### src/rtl/hsv_pkg.sv
// ----------------------------------------------------------------------------
// hsv_pkg
// Shared widths, hue constants and pipeline types of the RGB to HSV converter.
// ----------------------------------------------------------------------------
package hsv_pkg;

   // pixel and result formats
   localparam int CHANNEL_BITS  = 8;
   localparam int HUE_FRAC_BITS = 6;
   localparam int HUE_BITS      = 15;

   localparam int FULL_SCALE    = (1 << CHANNEL_BITS) - 1;
   localparam int HUE_STEP      = 60 << HUE_FRAC_BITS;    // one sector, scaled
   localparam int HUE_DEG_120   = 120 << HUE_FRAC_BITS;
   localparam int HUE_DEG_240   = 240 << HUE_FRAC_BITS;
   localparam int HUE_DEG_360   = 360 << HUE_FRAC_BITS;

   // pipelined divider: quotient bits retired per stage and stage count
   localparam int HUE_QUO_NEED  = $clog2(HUE_STEP + 1);
   localparam int QUO_NEED      = (HUE_QUO_NEED > CHANNEL_BITS) ? HUE_QUO_NEED
                                                                : CHANNEL_BITS;
   localparam int DIV_STEP_BITS = 2;
   localparam int DIV_STAGES    = (QUO_NEED + DIV_STEP_BITS - 1) / DIV_STEP_BITS;
   localparam int DIV_QUO_BITS  = DIV_STAGES * DIV_STEP_BITS;
   localparam int DIV_DEN_BITS  = CHANNEL_BITS;
   localparam int DIV_NUM_BITS  = DIV_DEN_BITS + DIV_QUO_BITS;

   // width for the final hue add/subtract before truncation
   localparam int HUE_SUM_BITS  = HUE_BITS + DIV_QUO_BITS + 1;

   // per-item information that rides beside the divider stages
   typedef struct packed {
      logic [CHANNEL_BITS-1:0] hi;
      logic [HUE_BITS-1:0]     base;
      logic                    neg;
      logic                    grey;
   } hsv_side_type;

endpackage

### src/rtl/hsv_req_if.sv
// ----------------------------------------------------------------------------
// hsv_req_if
// Pixel channel: valid/ready handshake with three channel levels.
// ----------------------------------------------------------------------------
interface hsv_req_if import hsv_pkg::*; ();
   logic                    valid;
   logic                    ready;
   logic [CHANNEL_BITS-1:0] red_level;
   logic [CHANNEL_BITS-1:0] green_level;
   logic [CHANNEL_BITS-1:0] blue_level;

   modport source (output valid, output red_level, output green_level,
                   output blue_level, input ready);
   modport sink   (input valid, input red_level, input green_level,
                   input blue_level, output ready);
endinterface

### src/rtl/hsv_rsp_if.sv
// ----------------------------------------------------------------------------
// hsv_rsp_if
// Result channel: valid/ready handshake with hue, saturation and value.
// ----------------------------------------------------------------------------
interface hsv_rsp_if import hsv_pkg::*; ();
   logic                    valid;
   logic                    ready;
   logic [HUE_BITS-1:0]     hue_angle;
   logic [CHANNEL_BITS-1:0] saturation_level;
   logic [CHANNEL_BITS-1:0] value_level;

   modport source (output valid, output hue_angle, output saturation_level,
                   output value_level, input ready);
   modport sink   (input valid, input hue_angle, input saturation_level,
                   input value_level, output ready);
endinterface

### src/rtl/rgb_to_hsv_converter_top.sv
// ----------------------------------------------------------------------------
// rgb_to_hsv_converter_top
// One-pixel-per-clock RGB to HSV converter.
//
// req carries one pixel (red, green, blue levels); rsp returns hue in degrees
// times 64 (truncated, 0 for grey), saturation floor(255*(max-min)/max) and
// value max. Both channels use valid/ready; an item moves when both are high.
// Throughput is one item per cycle while rsp does not stall: stage 1 finds
// max/min and the hue sector, stage 2 forms the numerators, the two dividers
// retire two quotient bits per stage, and the last stage applies the sector
// offset into the output register. The whole pipeline advances together
// whenever the output register is empty or being taken; while rsp stalls with
// a result held, req.ready is low and every stage holds its item. Synchronous
// reset clears all valid bits; the block accepts a pixel in the first cycle
// after reset.
// ----------------------------------------------------------------------------
module rgb_to_hsv_converter_top import hsv_pkg::*; (
   input  logic      clock,
   input  logic      reset,
   hsv_req_if.sink   req,
   hsv_rsp_if.source rsp
);

   logic advance;

   // stage 1: extremes and sector
   logic [CHANNEL_BITS-1:0] hi, lo, pos, neg_term, span;
   logic [HUE_BITS-1:0]     base;

   logic                    s1_valid_ff;
   logic [CHANNEL_BITS-1:0] s1_hi_ff, s1_span_ff, s1_mag_ff;
   logic [HUE_BITS-1:0]     s1_base_ff;
   logic                    s1_neg_ff;

   // stage 2: numerators
   logic                    s2_valid_ff;
   logic [DIV_NUM_BITS-1:0] s2_hue_num_ff, s2_sat_num_ff;
   logic [CHANNEL_BITS-1:0] s2_span_ff;
   hsv_side_type            s2_side_ff;

   // divider stages
   logic                    div_valid_ff [DIV_STAGES];
   hsv_side_type            div_side_ff  [DIV_STAGES];
   logic [DIV_QUO_BITS-1:0] hue_quo, sat_quo;
   logic                    hue_rem_nz, sat_rem_nz;

   // output register
   logic                    out_valid_ff;
   logic [HUE_BITS-1:0]     out_hue_ff;
   logic [CHANNEL_BITS-1:0] out_sat_ff, out_val_ff;
   logic [HUE_SUM_BITS-1:0] hue_sum;
   hsv_side_type            last_side;

   assign advance   = !out_valid_ff || rsp.ready;
   assign req.ready = advance;

   always_comb begin
      hi = req.red_level;
      lo = req.red_level;
      if (req.green_level > hi) hi = req.green_level;
      if (req.blue_level  > hi) hi = req.blue_level;
      if (req.green_level < lo) lo = req.green_level;
      if (req.blue_level  < lo) lo = req.blue_level;
      span = hi - lo;

      // ties: red wins over green, green over blue
      if (hi == req.red_level) begin
         pos      = req.green_level;
         neg_term = req.blue_level;
         base     = (req.green_level >= req.blue_level) ? '0 : HUE_BITS'(HUE_DEG_360);
      end else if (hi == req.green_level) begin
         pos      = req.blue_level;
         neg_term = req.red_level;
         base     = HUE_BITS'(HUE_DEG_120);
      end else begin
         pos      = req.red_level;
         neg_term = req.green_level;
         base     = HUE_BITS'(HUE_DEG_240);
      end
   end

   always_ff @(posedge clock) begin
      if (reset) begin
         s1_valid_ff <= 1'b0;
         s2_valid_ff <= 1'b0;
      end else if (advance) begin
         s1_valid_ff <= req.valid;
         s2_valid_ff <= s1_valid_ff;
      end
   end

   always_ff @(posedge clock) begin
      if (advance) begin
         s1_hi_ff   <= hi;
         s1_span_ff <= span;
         s1_mag_ff  <= (pos >= neg_term) ? pos - neg_term : neg_term - pos;
         s1_neg_ff  <= (pos < neg_term);
         s1_base_ff <= base;

         s2_hue_num_ff   <= DIV_NUM_BITS'(s1_mag_ff) * DIV_NUM_BITS'(HUE_STEP);
         s2_sat_num_ff   <= DIV_NUM_BITS'(s1_span_ff) * DIV_NUM_BITS'(FULL_SCALE);
         s2_span_ff      <= s1_span_ff;
         s2_side_ff.hi   <= s1_hi_ff;
         s2_side_ff.base <= s1_base_ff;
         s2_side_ff.neg  <= s1_neg_ff;
         s2_side_ff.grey <= (s1_span_ff == '0);
      end
   end

   hsv_div u_hue_div (
      .clock       (clock),
      .enable      (advance),
      .dividend    (s2_hue_num_ff),
      .divisor     (s2_span_ff),
      .quotient    (hue_quo),
      .rem_nonzero (hue_rem_nz)
   );

   hsv_div u_sat_div (
      .clock       (clock),
      .enable      (advance),
      .dividend    (s2_sat_num_ff),
      .divisor     (s2_side_ff.hi),
      .quotient    (sat_quo),
      .rem_nonzero (sat_rem_nz)
   );

   always_ff @(posedge clock) begin
      if (reset) begin
         for (int i = 0; i < DIV_STAGES; i++) begin
            div_valid_ff[i] <= 1'b0;
         end
      end else if (advance) begin
         div_valid_ff[0] <= s2_valid_ff;
         for (int i = 1; i < DIV_STAGES; i++) begin
            div_valid_ff[i] <= div_valid_ff[i-1];
         end
      end
   end

   always_ff @(posedge clock) begin
      if (advance) begin
         div_side_ff[0] <= s2_side_ff;
         for (int i = 1; i < DIV_STAGES; i++) begin
            div_side_ff[i] <= div_side_ff[i-1];
         end
      end
   end

   assign last_side = div_side_ff[DIV_STAGES-1];

   // below-zero offsets round toward the lower hue: drop one more on a remainder
   always_comb begin
      if (last_side.neg) begin
         hue_sum = HUE_SUM_BITS'(last_side.base) - HUE_SUM_BITS'(hue_quo)
                   - HUE_SUM_BITS'(hue_rem_nz);
      end else begin
         hue_sum = HUE_SUM_BITS'(last_side.base) + HUE_SUM_BITS'(hue_quo);
      end
   end

   always_ff @(posedge clock) begin
      if (reset) begin
         out_valid_ff <= 1'b0;
      end else if (advance) begin
         out_valid_ff <= div_valid_ff[DIV_STAGES-1];
      end
   end

   always_ff @(posedge clock) begin
      if (advance) begin
         out_hue_ff <= last_side.grey ? '0 : hue_sum[HUE_BITS-1:0];
         out_sat_ff <= (last_side.hi == '0) ? '0 : sat_quo[CHANNEL_BITS-1:0];
         out_val_ff <= last_side.hi;
      end
   end

   assign rsp.valid            = out_valid_ff;
   assign rsp.hue_angle        = out_hue_ff;
   assign rsp.saturation_level = out_sat_ff;
   assign rsp.value_level      = out_val_ff;

`ifndef NO_ASSERTIONS
   // zero saturation only happens for grey pixels, which carry hue zero
   a_grey_hue: assert property (@(posedge clock) disable iff (reset)
      rsp.valid && (rsp.saturation_level == '0) |-> (rsp.hue_angle == '0))
      else $error("nonzero hue on a zero-saturation item");

   a_black: assert property (@(posedge clock) disable iff (reset)
      rsp.valid && (rsp.value_level == '0) |->
         (rsp.saturation_level == '0) && (rsp.hue_angle == '0))
      else $error("black item with nonzero hue or saturation");

   a_valid_flow: assert property (@(posedge clock) disable iff (reset)
      advance |=> (out_valid_ff == $past(div_valid_ff[DIV_STAGES-1])))
      else $error("output valid does not follow the last divider stage");

   a_hold: assert property (@(posedge clock) disable iff (reset)
      !advance |=> $stable(div_valid_ff[0]) && $stable(s1_valid_ff))
      else $error("pipeline moved while stalled");
`endif

endmodule

### src/rtl/hsv_div.sv
// ----------------------------------------------------------------------------
// hsv_div
// Pipelined restoring divider, DIV_STEP_BITS quotient bits per stage.
// The quotient must fit in DIV_QUO_BITS (dividend < divisor << DIV_QUO_BITS).
// ----------------------------------------------------------------------------
module hsv_div import hsv_pkg::*; (
   input  logic                    clock,
   input  logic                    enable,
   input  logic [DIV_NUM_BITS-1:0] dividend,
   input  logic [DIV_DEN_BITS-1:0] divisor,
   output logic [DIV_QUO_BITS-1:0] quotient,
   output logic                    rem_nonzero
);

   logic [DIV_DEN_BITS-1:0] rem_ff [DIV_STAGES];
   logic [DIV_QUO_BITS-1:0] low_ff [DIV_STAGES];
   logic [DIV_QUO_BITS-1:0] quo_ff [DIV_STAGES];
   logic [DIV_DEN_BITS-1:0] den_ff [DIV_STAGES];

   for (genvar k = 0; k < DIV_STAGES; k++) begin : g_stage
      logic [DIV_DEN_BITS-1:0] rem_src;
      logic [DIV_QUO_BITS-1:0] low_src;
      logic [DIV_QUO_BITS-1:0] quo_src;
      logic [DIV_DEN_BITS-1:0] den_src;
      logic [DIV_DEN_BITS-1:0] rem_in;
      logic [DIV_QUO_BITS-1:0] low_in;
      logic [DIV_QUO_BITS-1:0] quo_in;

      if (k == 0) begin : g_first
         // top bits are below the divisor, so they seed the remainder
         assign rem_src = dividend[DIV_NUM_BITS-1 -: DIV_DEN_BITS];
         assign low_src = dividend[DIV_QUO_BITS-1:0];
         assign quo_src = '0;
         assign den_src = divisor;
      end else begin : g_next
         assign rem_src = rem_ff[k-1];
         assign low_src = low_ff[k-1];
         assign quo_src = quo_ff[k-1];
         assign den_src = den_ff[k-1];
      end

      always_comb begin
         logic [DIV_DEN_BITS:0] trial;
         rem_in = rem_src;
         low_in = low_src;
         quo_in = quo_src;
         for (int s = 0; s < DIV_STEP_BITS; s++) begin
            trial  = {rem_in, low_in[DIV_QUO_BITS-1]};
            low_in = {low_in[DIV_QUO_BITS-2:0], 1'b0};
            if (trial >= {1'b0, den_src}) begin
               rem_in = DIV_DEN_BITS'(trial - {1'b0, den_src});
               quo_in = {quo_in[DIV_QUO_BITS-2:0], 1'b1};
            end else begin
               rem_in = trial[DIV_DEN_BITS-1:0];
               quo_in = {quo_in[DIV_QUO_BITS-2:0], 1'b0};
            end
         end
      end

      always_ff @(posedge clock) begin
         if (enable) begin
            rem_ff[k] <= rem_in;
            low_ff[k] <= low_in;
            quo_ff[k] <= quo_in;
            den_ff[k] <= den_src;
         end
      end
   end

   assign quotient    = quo_ff[DIV_STAGES-1];
   assign rem_nonzero = (rem_ff[DIV_STAGES-1] != '0);

endmodule
### src/flat_wrapper.sv
// flat-port wrapper written by rule: the top's interface ports become plain ports
module rgb_to_hsv_converter_top_flat import hsv_pkg::*;
  (clock, reset, req_valid, req_red_level, req_green_level, req_blue_level, req_ready, rsp_valid, rsp_hue_angle, rsp_saturation_level, rsp_value_level, rsp_ready);
  hsv_req_if req_i ();
  hsv_rsp_if rsp_i ();
  input  logic clock;
  input  logic reset;
  input wire logic [$bits(req_i.valid)-1:0] req_valid;
  input wire logic [$bits(req_i.red_level)-1:0] req_red_level;
  input wire logic [$bits(req_i.green_level)-1:0] req_green_level;
  input wire logic [$bits(req_i.blue_level)-1:0] req_blue_level;
  output wire logic [$bits(req_i.ready)-1:0] req_ready;
  output wire logic [$bits(rsp_i.valid)-1:0] rsp_valid;
  output wire logic [$bits(rsp_i.hue_angle)-1:0] rsp_hue_angle;
  output wire logic [$bits(rsp_i.saturation_level)-1:0] rsp_saturation_level;
  output wire logic [$bits(rsp_i.value_level)-1:0] rsp_value_level;
  input wire logic [$bits(rsp_i.ready)-1:0] rsp_ready;
  assign req_i.valid = req_valid;
  assign req_i.red_level = req_red_level;
  assign req_i.green_level = req_green_level;
  assign req_i.blue_level = req_blue_level;
  assign req_ready = req_i.ready;
  assign rsp_valid = rsp_i.valid;
  assign rsp_hue_angle = rsp_i.hue_angle;
  assign rsp_saturation_level = rsp_i.saturation_level;
  assign rsp_value_level = rsp_i.value_level;
  assign rsp_i.ready = rsp_ready;
  rgb_to_hsv_converter_top u_core (.clock(clock), .reset(reset), .req(req_i), .rsp(rsp_i));
endmodule
### config.mk
export PLATFORM = sky130hd
export DESIGN_NAME = rgb_to_hsv_converter_top_flat
export DESIGN_NICKNAME = d
export VERILOG_FILES = /design/src/rtl/hsv_pkg.sv /design/src/rtl/hsv_req_if.sv /design/src/rtl/hsv_rsp_if.sv /design/src/rtl/rgb_to_hsv_converter_top.sv /design/src/rtl/hsv_div.sv /design/src/flat_wrapper.sv
export SDC_FILE = /design/constraint.sdc
export NUM_CORES = 1
export LEC_CHECK = 0
export BUFFER_PORTS_ARGS = -buffer_cell sky130_fd_sc_hd__buf_2
export CORE_ASPECT_RATIO = 0.75
export CORE_MARGIN = 3
export CORE_UTILIZATION = 42
export DETAILED_ROUTE_END_ITERATION = 16
export GPL_TIMING_DRIVEN = 0
export MAX_ROUTING_LAYER = met4
export PLACE_DENSITY = 0.61
export SLEW_MARGIN = 20
export SYNTH_ARGS = -nofsm -noshare
export SYNTH_HDL_FRONTEND = slang
export SYNTH_SLANG_ARGS = --single-unit
### constraint.sdc
create_clock -name clock -period 8.7 [get_ports clock]
set_clock_uncertainty 0.05 [all_clocks]
set_input_delay 0.435 -clock clock [delete_from_list [all_inputs] [get_ports clock]]
set_output_delay 0.435 -clock clock [all_outputs]
set_load 0.01 [all_outputs]
* Word-level counts from Yosys, hierarchy flattened *
Memory sizes are Yosys's and may differ from the RTL's. A register that Yosys moved wholly into a read port is not among the register bits.
Cells that the tools add are included.

operators by class
  multipliers = 2
  reductions and logical operators = 5
  equality and inequality tests = 2
  bitwise gates (word level) = 6
  multiplexer cells = 73
  order comparisons = 31
  add/sub/neg operators = 30

operator list
  operator              count
  $mux 8                33
  $sub 8x8->8           26
  $ge 9x8->1            23
  $mux 15               3
  $mux 1                36
  $lt 8x8->1            3
  $eq 8x8->1            2
  $ge 8x8->1            2
  $gt 8x8->1            2
  $logic_not 8->1       2
  $mul 8x8->16 const B  1
  $add 15x12->15        1
  $sub 15x1->15         1
  $sub 15x12->15        1
  $mux 14               1
  $mul 8x4->12 const B  1
  $ge 5x8->1            1
  $reduce_bool 8->1     1
  $sub 5x8->8           1
  $or 1x1->1            6
  $logic_not 1->1       1
  $logic_or 1x1->1      1

storage, ports and cells
  logic and storage cells = 175
  memories = 10
  output and inout bits = 33
  bits in registers = 126
  memory bits (writable) = 612
  input bits = 28

memories
  memory                   depth  bits a word  read ports  clocked after Yosys merged registers in  write ports  line                            RTL
  u_core.div_side_ff       6      25           6           0                                        6            rgb_to_hsv_converter_top.sv:43  hsv_side_type div_side_ff [DIV_STAGES];
  u_core.u_hue_div.quo_ff  6      12           6           0                                        6            hsv_div.sv:17                   logic [DIV_QUO_BITS-1:0] quo_ff [DIV_STAGES];
  u_core.u_sat_div.quo_ff  6      12           6           1                                        6            hsv_div.sv:17
  u_core.u_hue_div.low_ff  6      10           5           0                                        6            hsv_div.sv:16                   logic [DIV_QUO_BITS-1:0] low_ff [DIV_STAGES];
  u_core.u_sat_div.low_ff  6      10           5           0                                        6            hsv_div.sv:16
  u_core.u_hue_div.den_ff  6      8            5           0                                        6            hsv_div.sv:18                   logic [DIV_DEN_BITS-1:0] den_ff [DIV_STAGES];
  4 more memories          --     --           --          --                                       --           --

* Depth between registers and ports, before layout *
Gate-level depths: netlist (run 1).

  depth after elaboration = 9
  depth in mapped cells = 32
  mapped depth without buffers = 28

* Cells and area by module *
A second synthesis (run 1) with hierarchy kept.

second synthesis, totals
  cells, all modules = 2776
  area total of the unflattened synthesis = 32984.1 um^2

modules (own cells, without submodules)
  module                       cells each  area an instance (um^2)  seq. area each (um^2)  times used
  rgb_to_hsv_converter_top     1049        12793.5                  6276.0                 1
  hsv_div at u_core.u_hue_div  862         10139.7                  4804.6                 1
  hsv_div at u_core.u_sat_div  865         10050.9                  4804.6                 1

* Least setup slack after synthesis (run 1) *
Ideal clock, no wire load.

  path type = input -> register
  start point = in rsp_ready
  end point = mem u_core.div_side_ff[0][0] (netlist bit), enable pin
  arrival = 8.724 ns
  setup time = 0.767 ns
  required time = 7.883 ns
  cell stages on the path = 3
  slack = -0.842 ns
  path through = nor2b_1 clkbuf_1 inv_1

RTL lines
  item                line                            RTL
  start: declaration  flat_wrapper.sv:17              input wire logic [$bits(rsp_i.ready)-1:0] rsp_ready;
  end: declaration    rgb_to_hsv_converter_top.sv:43

* Worst setup path in the final report (run 1) *
  start point = in req_red_level[3]
  end point = reg u_core.s1_mag_ff[7] (data pin)

on the way
  longest elaborated chain between the ends = 9
  elaborated cells on any way between the ends = 14
  those cells by class = add/sub (2); order compare (3); eq/ne (2); mux (7)

ends and longest elaborated chain
  item                                       line                            RTL
  start: declaration                         flat_wrapper.sv:9               input wire logic [$bits(req_i.red_level)-1:0] req_red_level;
  $gt 8x8->1                                 rgb_to_hsv_converter_top.sv:60  if (req.green_level > hi) hi = req.green_level;
  $mux 8                                     rgb_to_hsv_converter_top.sv:60
  $gt 8x8->1                                 rgb_to_hsv_converter_top.sv:61  if (req.blue_level > hi) hi = req.blue_level;
  $mux 8                                     rgb_to_hsv_converter_top.sv:61
  $eq 8x8->1                                 rgb_to_hsv_converter_top.sv:71  end else if (hi == req.green_level) begin
  $mux 8                                     rgb_to_hsv_converter_top.sv:71
  $mux 8                                     rgb_to_hsv_converter_top.sv:67  if (hi == req.red_level) begin
  $sub 8x8->8 or $ge 8x8->1 (tied branches)  rgb_to_hsv_converter_top.sv:96  s1_mag_ff <= (pos >= neg_term) ? pos - neg_term : neg_term - pos;
  $mux 8 *                                   rgb_to_hsv_converter_top.sv:96
  end signal: assignment                     rgb_to_hsv_converter_top.sv:96
  end: declaration                           rgb_to_hsv_converter_top.sv:31  logic [CHANNEL_BITS-1:0] s1_hi_ff, s1_span_ff, s1_mag_ff;

Mark *: on every way between the ends. The rest lies on a longest branch, timed or not.
A chain may end at the register's enable or synchronous reset.

==> results of run 1 <==
## cell usage after synthesis, drive strengths merged (11+ instances only)
master	count	area [µm²]
o21ai	121	605.6
inv	308	1156
or2	24	150.1
ha	315	3941
mux2i	36	360.4
a21boi	36	270.3
clkbuf	35	131.4
a21oi	151	759.5
nand2b	18	112.6
mux2	146	1644
nor3	39	206.5
nor2b	48	300.3
o21a	20	150.1
nor2	161	604.3
a21o	40	300.3
nand3	15	75.07
xnor2	94	823.3
xor2	52	455.4
nand4	37	231.5
o31ai	11	82.58
and3	20	125.1
o21bai	19	142.6
fa	66	1321
nand2	93	349.1
edfxtp	424	12730
and2	22	137.6
## state kept, by name, indices dropped and copies added (netlist names), 12 cells and up
register	cells
u_core.u_hue_div.rem_ff	48
u_core.u_hue_div.quo_ff	42
u_core.s2_hue_num_ff	12
u_core.s2_sat_num_ff	15
u_core.u_sat_div.rem_ff	40
u_core.div_side_ff	52
u_core.u_sat_div.quo_ff	20
u_core.rsp.hue_angle	15
u_core.u_sat_div.low_ff	25
u_core.s2_side_ff	15
u_core.u_hue_div.den_ff	40
u_core.u_sat_div.den_ff	38
## kinds of logic (layout without fill, tap and decap cells)
kind of cell,count (synthesis),after routing,share of synthesized area (%)
compound gates,511,511,11.86
fa+ha+maj,381,381,18.36
flops,427,427,44.63
mux,182,182,6.994
buf+inv,351,504,4.684
xor+xnor,146,146,4.462
simple gates,515,515,9.002
## what timing repair did
item	4_1_cts	5_1_grt
setup endpoints to repair	0	2
hold buffers	1	0
hold endpoints to repair	3	0
buffers inserted	0	0
resized for setup	0	4
## per-stage QoR
stage	worst slack, ns	cell area, µm²	setup TNS (ns)	hold WS (ns)	util (%)
floorplan	1.044	28660	0	0.3503	-
global placement	-1.651	30060	-666.17	0.3508	44.73
detailed placement	-0.2372	30300	-0.2922	0.3545	45.08
CTS	0.3944	31770	0	0.008080	47.27
global route	0.01478	31770	0	0.03418	47.28
finish	0.4892	31770	0	0.04798	47.28
## worst reg2reg max path: cells and delay by family (launching register included)
kind	cells	cell delay [ns]
AO/OA/AOI/OAI	11	3.03
multiplexers	2	0.81
adder cells (fa/ha/maj)	2	0.50
buffers and inverters	3	0.48
flip-flops	1	0.47
AND/OR/NAND/NOR	2	0.27
## layer usage
metal  vias up  wire length (µm)  global-route usage [%]
met5         -                 0                       -
met4         0              1183                   3.893
met3        81              2252                   2.708
met2       326             26680                   27.25
met1      8995             26860                   21.55
li1       9333                 -                       -
## placed cells by master (no fill, tap or decap), drive strengths merged, types with 37 or more instances in the layout
cell type and instances:
a21o 40, a21oi 151, buf 78, clkbuf 89
edfxtp 424, fa 66, ha 315, inv 308
mux2 146, nand2 93, nand4 37, nor2 161
nor2b 48, nor3 39, o21ai 121, xnor2 94
xor2 52
## worst max-delay path by stage
stage	slack, ns	cells past startpoint	from	end
2_1_floorplan	1.04	3	rsp_ready	u_core.div_side_ff[0][0]
3_5_place_dp	-0.24	32	req_red_level[1]	u_core.s1_mag_ff[7]
6_report	0.49	32	req_red_level[3]	u_core.s1_mag_ff[7]
5_1_grt	0.01	32	req_red_level[1]	u_core.s1_mag_ff[7]
3_3_place_gp	-1.65	4	rsp_ready	u_core.rsp.saturation_level[2]
4_1_cts	0.39	32	req_red_level[3]	u_core.s1_mag_ff[7]
## final cells by class
type                       count  area, µm²  area share (%)
clock inverter                28      279.0          0.8781
timing repair buffer          71      540.5           1.701
sequential                   427      12790           40.26
clock buffer                  54       1181           3.717
tap                          882       1104           3.473
multi-input combinational   1735      14530           45.73
buffer                        43      186.4          0.5867
inverter                     308       1160           3.650
==> impl_metrics.env, run 1 <==
export IMPL_slew_violations=0
export IMPL_gp_congestion=0.9050
export IMPL_io_pins=61
export IMPL_hp_class="primary input to flop"
export IMPL_setup_viol=0
export IMPL_postSynth_asyncResetShare_pct=0
export IMPL_min_to="u_core.s1_valid_ff"
export IMPL_drt_iter0_drc=1102
export IMPL_cts_tree="yes"
export IMPL_core_area_um2=67200
export IMPL_grt_pass1_wl_um=95800
export IMPL_synth_warnings=0
export IMPL_cts_reportedPaths_clkPinSlew_ns=0.06
export IMPL_clock_sinks=427
export IMPL_dpl_hpwl_um=43940
export IMPL_synth_seq_cells=427
export IMPL_rr_worst_depth=20
export IMPL_hp_start="req_valid"
export IMPL_startpoint_type="primary input"
export IMPL_grtUsageTotal_pct=16.57
export IMPL_detail_route_antenna_nets=0
export IMPL_crit_path_end_kind="flop"
export IMPL_final_layout_size_suffix_gt1_share_pct=13.05
export IMPL_worstSetupPathType="primary input to flop"
export IMPL_cpMaxStageDelayCell="nor4_1"
export IMPL_period_needed_ns=8.211
export IMPL_dpl_cell_count=3465
export IMPL_die_area_um2=71440
export IMPL_grt_pass1_vias=19290
export IMPL_holdPathStages=3
export IMPL_wl_um=56980
export IMPL_antenna_diode_count=0
export IMPL_required_ns=8.97
export IMPL_reg2reg_from="u_core.u_sat_div.den_ff[1][1]"
export IMPL_post_drt_wl_per_cell_um=16.06
export IMPL_syn_nets=2922
export IMPL_crit_fanout=10
export IMPL_critPathMaxStageDelay_ns=0.49
export IMPL_grt_max_degree=39
export IMPL_clockBufferDepth=3
export IMPL_worst_pin_slew_ns=0.9834
export IMPL_worst_ep_arrival_time_ns=8.48
export IMPL_max_slew_margin_pct=33.72
export IMPL_crit_path_frequent_cell="a21oi_1"
export IMPL_instances_no_fill=3548
export IMPL_die_h_um=232.2
export IMPL_cts_inserted_buffers=45
export IMPL_cpLargestDelayFamily="compound AO/OA/AOI/OAI gates"
export IMPL_syn2layout_area_growth_pct=10.87
export IMPL_rrSetupSlack_ns=2.87
export IMPL_layout_worst_path_cycle_share_pct=94.38
export IMPL_drv_cap=0
export IMPL_design_final_nets=3040
export IMPL_initial_core_util_pct=42.65
export IMPL_synth_avg_cell_area_um2=11.40
export IMPL_antenna_found_initial=0
export IMPL_n_fill_cell=5996
export IMPL_synth_cell_types=79
export IMPL_fp_row_count=82
export IMPL_finalHoldViolCount=0
export IMPL_htreeDepth=2
export IMPL_cts_root_buf="clkbuf_16"
export IMPL_yosysSeqAreaShare_pct=44.63
export IMPL_fmax_ghz=0.1218
export IMPL_synth_edf_count=424
export IMPL_synthFlopType="edfxtp_1"
export IMPL_grt_overflow=0
export IMPL_die_w_um=307.6
export IMPL_port_buffers=58
export IMPL_syn_inst=2513
export IMPL_clock_latency_ns=0.57
export IMPL_r2r_end="u_core.u_sat_div.rem_ff[2][6]"
export IMPL_rsz0062_at_grt="false"
export IMPL_dr_pass1_iters=5
export IMPL_drc=0
export IMPL_synth_area_um2=28660
export IMPL_outcome="finished, final reports clean"
export IMPL_cp_num_buf_inv=7
export IMPL_avgViaCountPerCell=5.280
export IMPL_via_count=18740
Power of run 1 is left out: the tool's default activity adds up to more than one toggle a clock period on the data nets, which glitch-free logic cannot reach.
==> run 2, diff against run 1 <==
--- a/config.mk
+++ b/config.mk
@@ -5,11 +5,11 @@
 export SDC_FILE = /design/constraint.sdc
 export NUM_CORES = 1
 export LEC_CHECK = 0
-export BUFFER_PORTS_ARGS = -buffer_cell sky130_fd_sc_hd__buf_2
 export CORE_ASPECT_RATIO = 0.75
 export CORE_MARGIN = 3
 export CORE_UTILIZATION = 42
 export DETAILED_ROUTE_END_ITERATION = 16
+export DONT_BUFFER_PORTS = 1
 export GPL_TIMING_DRIVEN = 0
 export MAX_ROUTING_LAYER = met4
 export PLACE_DENSITY = 0.61
==> run 2 against run 1 <==
- final cell count down 1.5%
- first-iteration DRC count down 5.6%
- global-route usage about the same
- largest cell class unchanged
- hold slack better by 0.13 ns
==> impl_metrics.env, run 2 (same netlist as run 1, synthesis figures left out) <==
export IMPL_outcome="finished, final reports clean"
export IMPL_fp_row_count=82
export IMPL_grt_max_degree=40
export IMPL_cts_root_buf="clkbuf_16"
export IMPL_htreeDepth=2
export IMPL_die_area_um2=71440
export IMPL_clock_latency_ns=0.58
export IMPL_final_common_cell="edfxtp_1"
export IMPL_grt_pass1_vias=19040
export IMPL_n_fill_cell=5883
export IMPL_slew_violations=0
export IMPL_largest_reg_flops=52
export IMPL_finalWorstSetupSlack_ns=0.4216
export IMPL_cpMaxStageDelayCell="a22oi_1"
export IMPL_design_final_nets=2987
export IMPL_rr_worst_depth=20
export IMPL_grtUsageTotal_pct=16.57
export IMPL_setup_tns_ns=0
export IMPL_crit_path_end_kind="flop"
export IMPL_antenna_found_initial=0
export IMPL_cp_num_buf_inv=5
export IMPL_clock_sinks=427
export IMPL_grt_pass1_wl_um=95480
export IMPL_core_area_um2=67200
export IMPL_hp_start="reset"
export IMPL_drc=0
export IMPL_largestRegisters="u_core.div_side_ff (52), u_core.u_hue_div.rem_ff (48), u_core.u_hue_div.quo_ff (42)"
export IMPL_gp_congestion=0.8762
export IMPL_cts_reportedPaths_clkPinSlew_ns=0.06
export IMPL_final_cell_mix="edfxtp_1 (424), ha_1 (315), inv_1 (306)"
export IMPL_utilization_pct=47.25
export IMPL_worstSetupPathType="primary input to flop"
export IMPL_top_register="u_core.div_side_ff"
export IMPL_wl_um=56930
export IMPL_required_ns=8.98
export IMPL_grt_overflow=0
export IMPL_min_to="u_core.div_valid_ff[5]"
export IMPL_hp_class="primary input to flop"
export IMPL_io_pins=61
export IMPL_port_buffers=0
export IMPL_post_drt_wl_per_cell_um=16.29
export IMPL_rsz0062_at_grt="false"
export IMPL_drt_iter0_drc=1040
export IMPL_dpl_hpwl_um=43850
export IMPL_fmax_ghz=0.1208
export IMPL_cts_tree="yes"
export IMPL_r2r_end="u_core.u_sat_div.rem_ff[2][7]"
export IMPL_max_slew_margin_pct=33.18
export IMPL_drv_cap=0
export IMPL_crit_fanout=10
export IMPL_reg2reg_from="u_core.u_sat_div.den_ff[1][1]"
export IMPL_avgViaCountPerCell=5.297
export IMPL_final_layout_size_suffix_gt1_share_pct=11.33
export IMPL_dr_pass1_iters=5
export IMPL_rrSetupSlack_ns=2.92
export IMPL_dp_slack_ns=-0.2881
export IMPL_period_needed_ns=8.278
export IMPL_layout_worst_path_cycle_share_pct=95.15
export IMPL_cts_inserted_buffers=48
export IMPL_detail_route_antenna_nets=0
export IMPL_finalHoldViolCount=0
export IMPL_startpoint_type="primary input"
export IMPL_syn2layout_area_growth_pct=10.78
export IMPL_cpLargestDelayFamily="compound AO/OA/AOI/OAI gates"
export IMPL_worst_ep_arrival_time_ns=8.56
export IMPL_worst_pin_slew_ns=0.9915
export IMPL_via_count=18510
export IMPL_antenna_diode_count=0
export IMPL_critPathMaxStageDelay_ns=0.49
export IMPL_holdPathStages=2
export IMPL_die_w_um=307.6
export IMPL_post_cts_buffers=0
export IMPL_initial_core_util_pct=42.65
export IMPL_setup_viol=0
export IMPL_die_h_um=232.2
export IMPL_clockBufferDepth=3
-- run 2: repair_timing --
item / in CTS / in global routing
endpoints found under the setup margin: 0 / 2
hold endpoints to repair: 3 / 0
hold buffers: 2 / 0
gates resized for setup: 0 / 4
-- run 2: routing by layer --
metal	up-vias	GRT usage [%]	routed length (µm)
met5	-	-	0
met4	0	4.101	1066
met3	80	2.444	2144
met2	300	26.86	26200
met1	8900	21.98	27520
li1	9233	-	-
-- run 2: how the worst max path moves through the flow --
stage | from | to | slack, ns | cells past startpoint
detailed placement | req_red_level[1] | u_core.s1_mag_ff[7] | -0.29 | 31
global route | req_red_level[1] | u_core.s1_mag_ff[7] | 0.03 | 31
floorplan | rsp_ready | u_core.div_side_ff[0][0] | 1.04 | 3
global placement | rsp_ready | u_core.rsp.saturation_level[3] | -1.63 | 3
finish | req_red_level[1] | u_core.s1_mag_ff[7] | 0.42 | 30
CTS | req_red_level[1] | u_core.s1_mag_ff[7] | 0.33 | 32
-- run 2: area by class of cell --
class                           count  area, µm²  area share [%]
Multi-Input combinational cell   1735      14540           45.79
Clock inverter                     29      437.9           1.379
Sequential cell                   427      12790           40.29
Inverter                          308       1160           3.653
Tap cell                          882       1104           3.476
Timing Repair Buffer               15      280.3          0.8827
Clock buffer                       56       1252           3.945
Buffer                             43      186.4          0.5872
-- run 2: through the flow --
step           instance area, µm²  cells  hold slack (ns)
2_1_floorplan               28660   2513           0.3503
3_3_place_gp                29770   3395           0.3513
3_5_place_dp                30030   3408           0.3545
4_1_cts                     31740   3495           0.1347
5_1_grt                     31750   3495           0.1648
6_report                    31750   3495           0.1758
-- run 2: worst register-to-register path: stages, from the launching register on --
cell and delay (ns):
edfxtp_1 0.45, inv_1 0.16, ha_1 0.27, nor2b_1 0.14, o21ai_0 0.22, a21boi_0 0.16
o21ai_0 0.29, a21boi_0 0.20, o41ai_2 0.81, mux2_2 0.46, inv_1 0.06, ha_1 0.24
nor2b_1 0.14, o21ai_0 0.20, a21boi_0 0.16, o21ai_0 0.24, a21oi_1 0.14, o21a_1 0.20
a311o_1 0.31, clkbuf_1 0.26, mux2_2 0.35
Power of run 2 is left out for the same reason.
==> run 3, diff against run 2 <==
--- a/config.mk
+++ b/config.mk
@@ -12,7 +12,6 @@
 export DONT_BUFFER_PORTS = 1
 export GPL_TIMING_DRIVEN = 0
 export MAX_ROUTING_LAYER = met4
-export PLACE_DENSITY = 0.61
 export SLEW_MARGIN = 20
 export SYNTH_ARGS = -nofsm -noshare
 export SYNTH_HDL_FRONTEND = slang
==> constraint.sdc (replaced) <==
create_clock -name clock -period 8.7 [get_ports clock]
set_clock_uncertainty 0.05 [all_clocks]
set_input_delay 0.435 -clock clock [delete_from_list [all_inputs] [get_ports clock]]
set_output_delay 0.435 -clock clock [all_outputs]
set_load 0.05 [all_outputs]
==> run 3 against run 2 <==
- via count is essentially flat
- wire length grew 0.24%
- first-iteration DRC count grew 5.0%
- final cell count is essentially flat
- register-to-register slack lost 0.12 ns
- core utilization shrank 0.21 points
==> impl_metrics.env, run 3 (same netlist as run 1, synthesis figures left out) <==
export IMPL_largest_reg_flops=52
export IMPL_reg2reg_from="u_core.u_hue_div.den_ff[0][1]"
export IMPL_port_buffers=0
export IMPL_core_area_um2=67200
export IMPL_syn2layout_area_growth_pct=10.29
export IMPL_wl_met2_um=25320
export IMPL_wl_met3_um=2520
export IMPL_crit_path_end_kind="flop"
export IMPL_via_count=18510
export IMPL_avgViaCountPerCell=5.294
export IMPL_finalHoldViolCount=0
export IMPL_grtUsageTotal_pct=16.46
export IMPL_layout_worst_path_cycle_share_pct=93.99
export IMPL_top_register="u_core.div_side_ff"
export IMPL_final_layout_size_suffix_gt1_share_pct=11.32
export IMPL_clock_sinks=427
export IMPL_hp_class="primary input to flop"
export IMPL_grt_overflow=0
export IMPL_slew_violations=0
export IMPL_drt_met1_wl_um=27990
export IMPL_setup_viol=0
export IMPL_die_h_um=232.2
export IMPL_grt_max_degree=39
export IMPL_fmax_ghz=0.1223
export IMPL_drt_iter0_drc=1092
export IMPL_routed_top_layer="met4"
export IMPL_required_ns=8.98
export IMPL_die_area_um2=71440
export IMPL_grt_pass1_vias=18800
export IMPL_cp_endpoint="u_core.s1_mag_ff[7]"
export IMPL_rrSetupSlack_ns=2.80
export IMPL_cts_root_buf="clkbuf_16"
export IMPL_critPathLaunch="req_red_level[1]"
export IMPL_rr_worst_depth=20
export IMPL_dpl_hpwl_um=44500
export IMPL_worst_pin_slew_ns=1.010
export IMPL_critPathMaxStageDelay_ns=0.54
export IMPL_drv_cap=0
export IMPL_max_slew_margin_pct=31.93
export IMPL_gp_congestion=0.9049
export IMPL_cts_inserted_buffers=49
export IMPL_design_final_nets=2988
export IMPL_post_cts_buffers=0
export IMPL_detail_route_antenna_nets=0
export IMPL_io_pins=61
export IMPL_grt_pass1_wl_um=94650
export IMPL_crit_fanout=10
export IMPL_drc=0
export IMPL_fp_row_count=82
export IMPL_worst_ep_arrival_time_ns=8.45
export IMPL_final_common_cell="edfxtp_1"
export IMPL_initial_core_util_pct=42.65
export IMPL_largestRegisters="u_core.div_side_ff (52), u_core.u_hue_div.rem_ff (48), u_core.u_hue_div.quo_ff (42)"
export IMPL_antenna_found_initial=0
export IMPL_antenna_diode_count=0
export IMPL_clockBufferDepth=3
export IMPL_setup_tns_ns=0
export IMPL_post_drt_wl_per_cell_um=16.32
export IMPL_cts_tree="yes"
export IMPL_worstSetupPathType="primary input to flop"
export IMPL_cts_reportedPaths_clkPinSlew_ns=0.06
export IMPL_clock_latency_ns=0.58
export IMPL_crit_path_frequent_cell="a21oi_1"
export IMPL_final_cell_mix="edfxtp_1 (424), ha_1 (315), inv_1 (306)"
export IMPL_startpoint_type="primary input"
export IMPL_r2r_end="u_core.u_hue_div.rem_ff[1][6]"
export IMPL_die_w_um=307.6
export IMPL_htreeDepth=2
export IMPL_outcome="finished, final reports clean"
export IMPL_cpMaxStageDelayCell="a22oi_1"
export IMPL_period_needed_ns=8.177
export IMPL_wl_um=57070
export IMPL_dr_pass1_iters=5
-- run 3: cell types whose count changed in the layout (fill, tap and decap cells not counted) --
cell	delta
buf_12	-3
bufinv_16	-8
clkinv_1	+3
nor4_1	+1
clkbuf_2	+1
inv_6	+3
clkinvlp_4	+3
nor4_2	-1
buf_1	+1
a21oi_4	+1
buf_16	+3
clkinv_4	+1
clkbuf_1	-2
a21oi_1	-1
-- run 3: worst min path at each step --
stage,from,end,slack (ns),cells after the start
floorplan,u_core.s2_side_ff[0],u_core.div_side_ff[0][0],0.35,0
global placement,u_core.s1_hi_ff[0],u_core.s2_side_ff[17],0.35,0
detailed placement,u_core.s2_side_ff[14],u_core.div_side_ff[0][14],0.35,0
CTS,reset,u_core.div_valid_ff[4],0.14,2
global route,reset,u_core.div_valid_ff[4],0.18,2
finish,reset,u_core.div_valid_ff[5],0.19,2
-- run 3: final cells by class --
class / count / area [µm²]
flip-flops and latches: 427 / 12790
fillers: 5907 / 35590
repair buffers: 15 / 302.8
multi-input cells: 1735 / 14540
inverters: 308 / 1160
plain buffers: 43 / 187.7
clock inverters: 31 / 266.5
clock buffers: 56 / 1252
well taps: 882 / 1104
-- run 3: timing repair --
item,CTS,global route
hold buffers,2,0
resized for setup,0,8
setup endpoints to repair,0,2
hold endpoints to repair,3,0
-- run 3: metrics by stage --
step | utilization [%] | std cells | setup WS [ns] | hold WS (ns) | cell area (µm²)
finish | 47.03 | 3497 | 0.5228 | 0.1874 | 31610
global route | 47.03 | 3497 | -0.003156 | 0.1803 | 31610
CTS | 47.01 | 3497 | 0.3861 | 0.1358 | 31590
detailed placement | 44.72 | 3408 | -0.2458 | 0.3545 | 30050
global placement | 44.30 | 3395 | -2.027 | 0.3504 | 29770
floorplan | - | 2513 | 0.5858 | 0.3503 | 28660
-- run 3: worst max-delay path, delay by kind of cell --
family | cells | cell delay [ns]
AO/OA/AOI/OAI | 16 | 4.34
XOR/XNOR | 1 | 0.16
buffers and inverters | 5 | 1.71
AND/OR/NAND/NOR | 5 | 0.87
adder cells (fa/ha/maj) | 3 | 0.94
-- run 3: metal layers --
layer	vias up	GRT usage [%]
met3	97	2.672
met1	8868	22.33
li1	9213	-
met2	334	25.73
met4	0	4.385
met5	-	-
Power of run 3 is left out for the same reason.
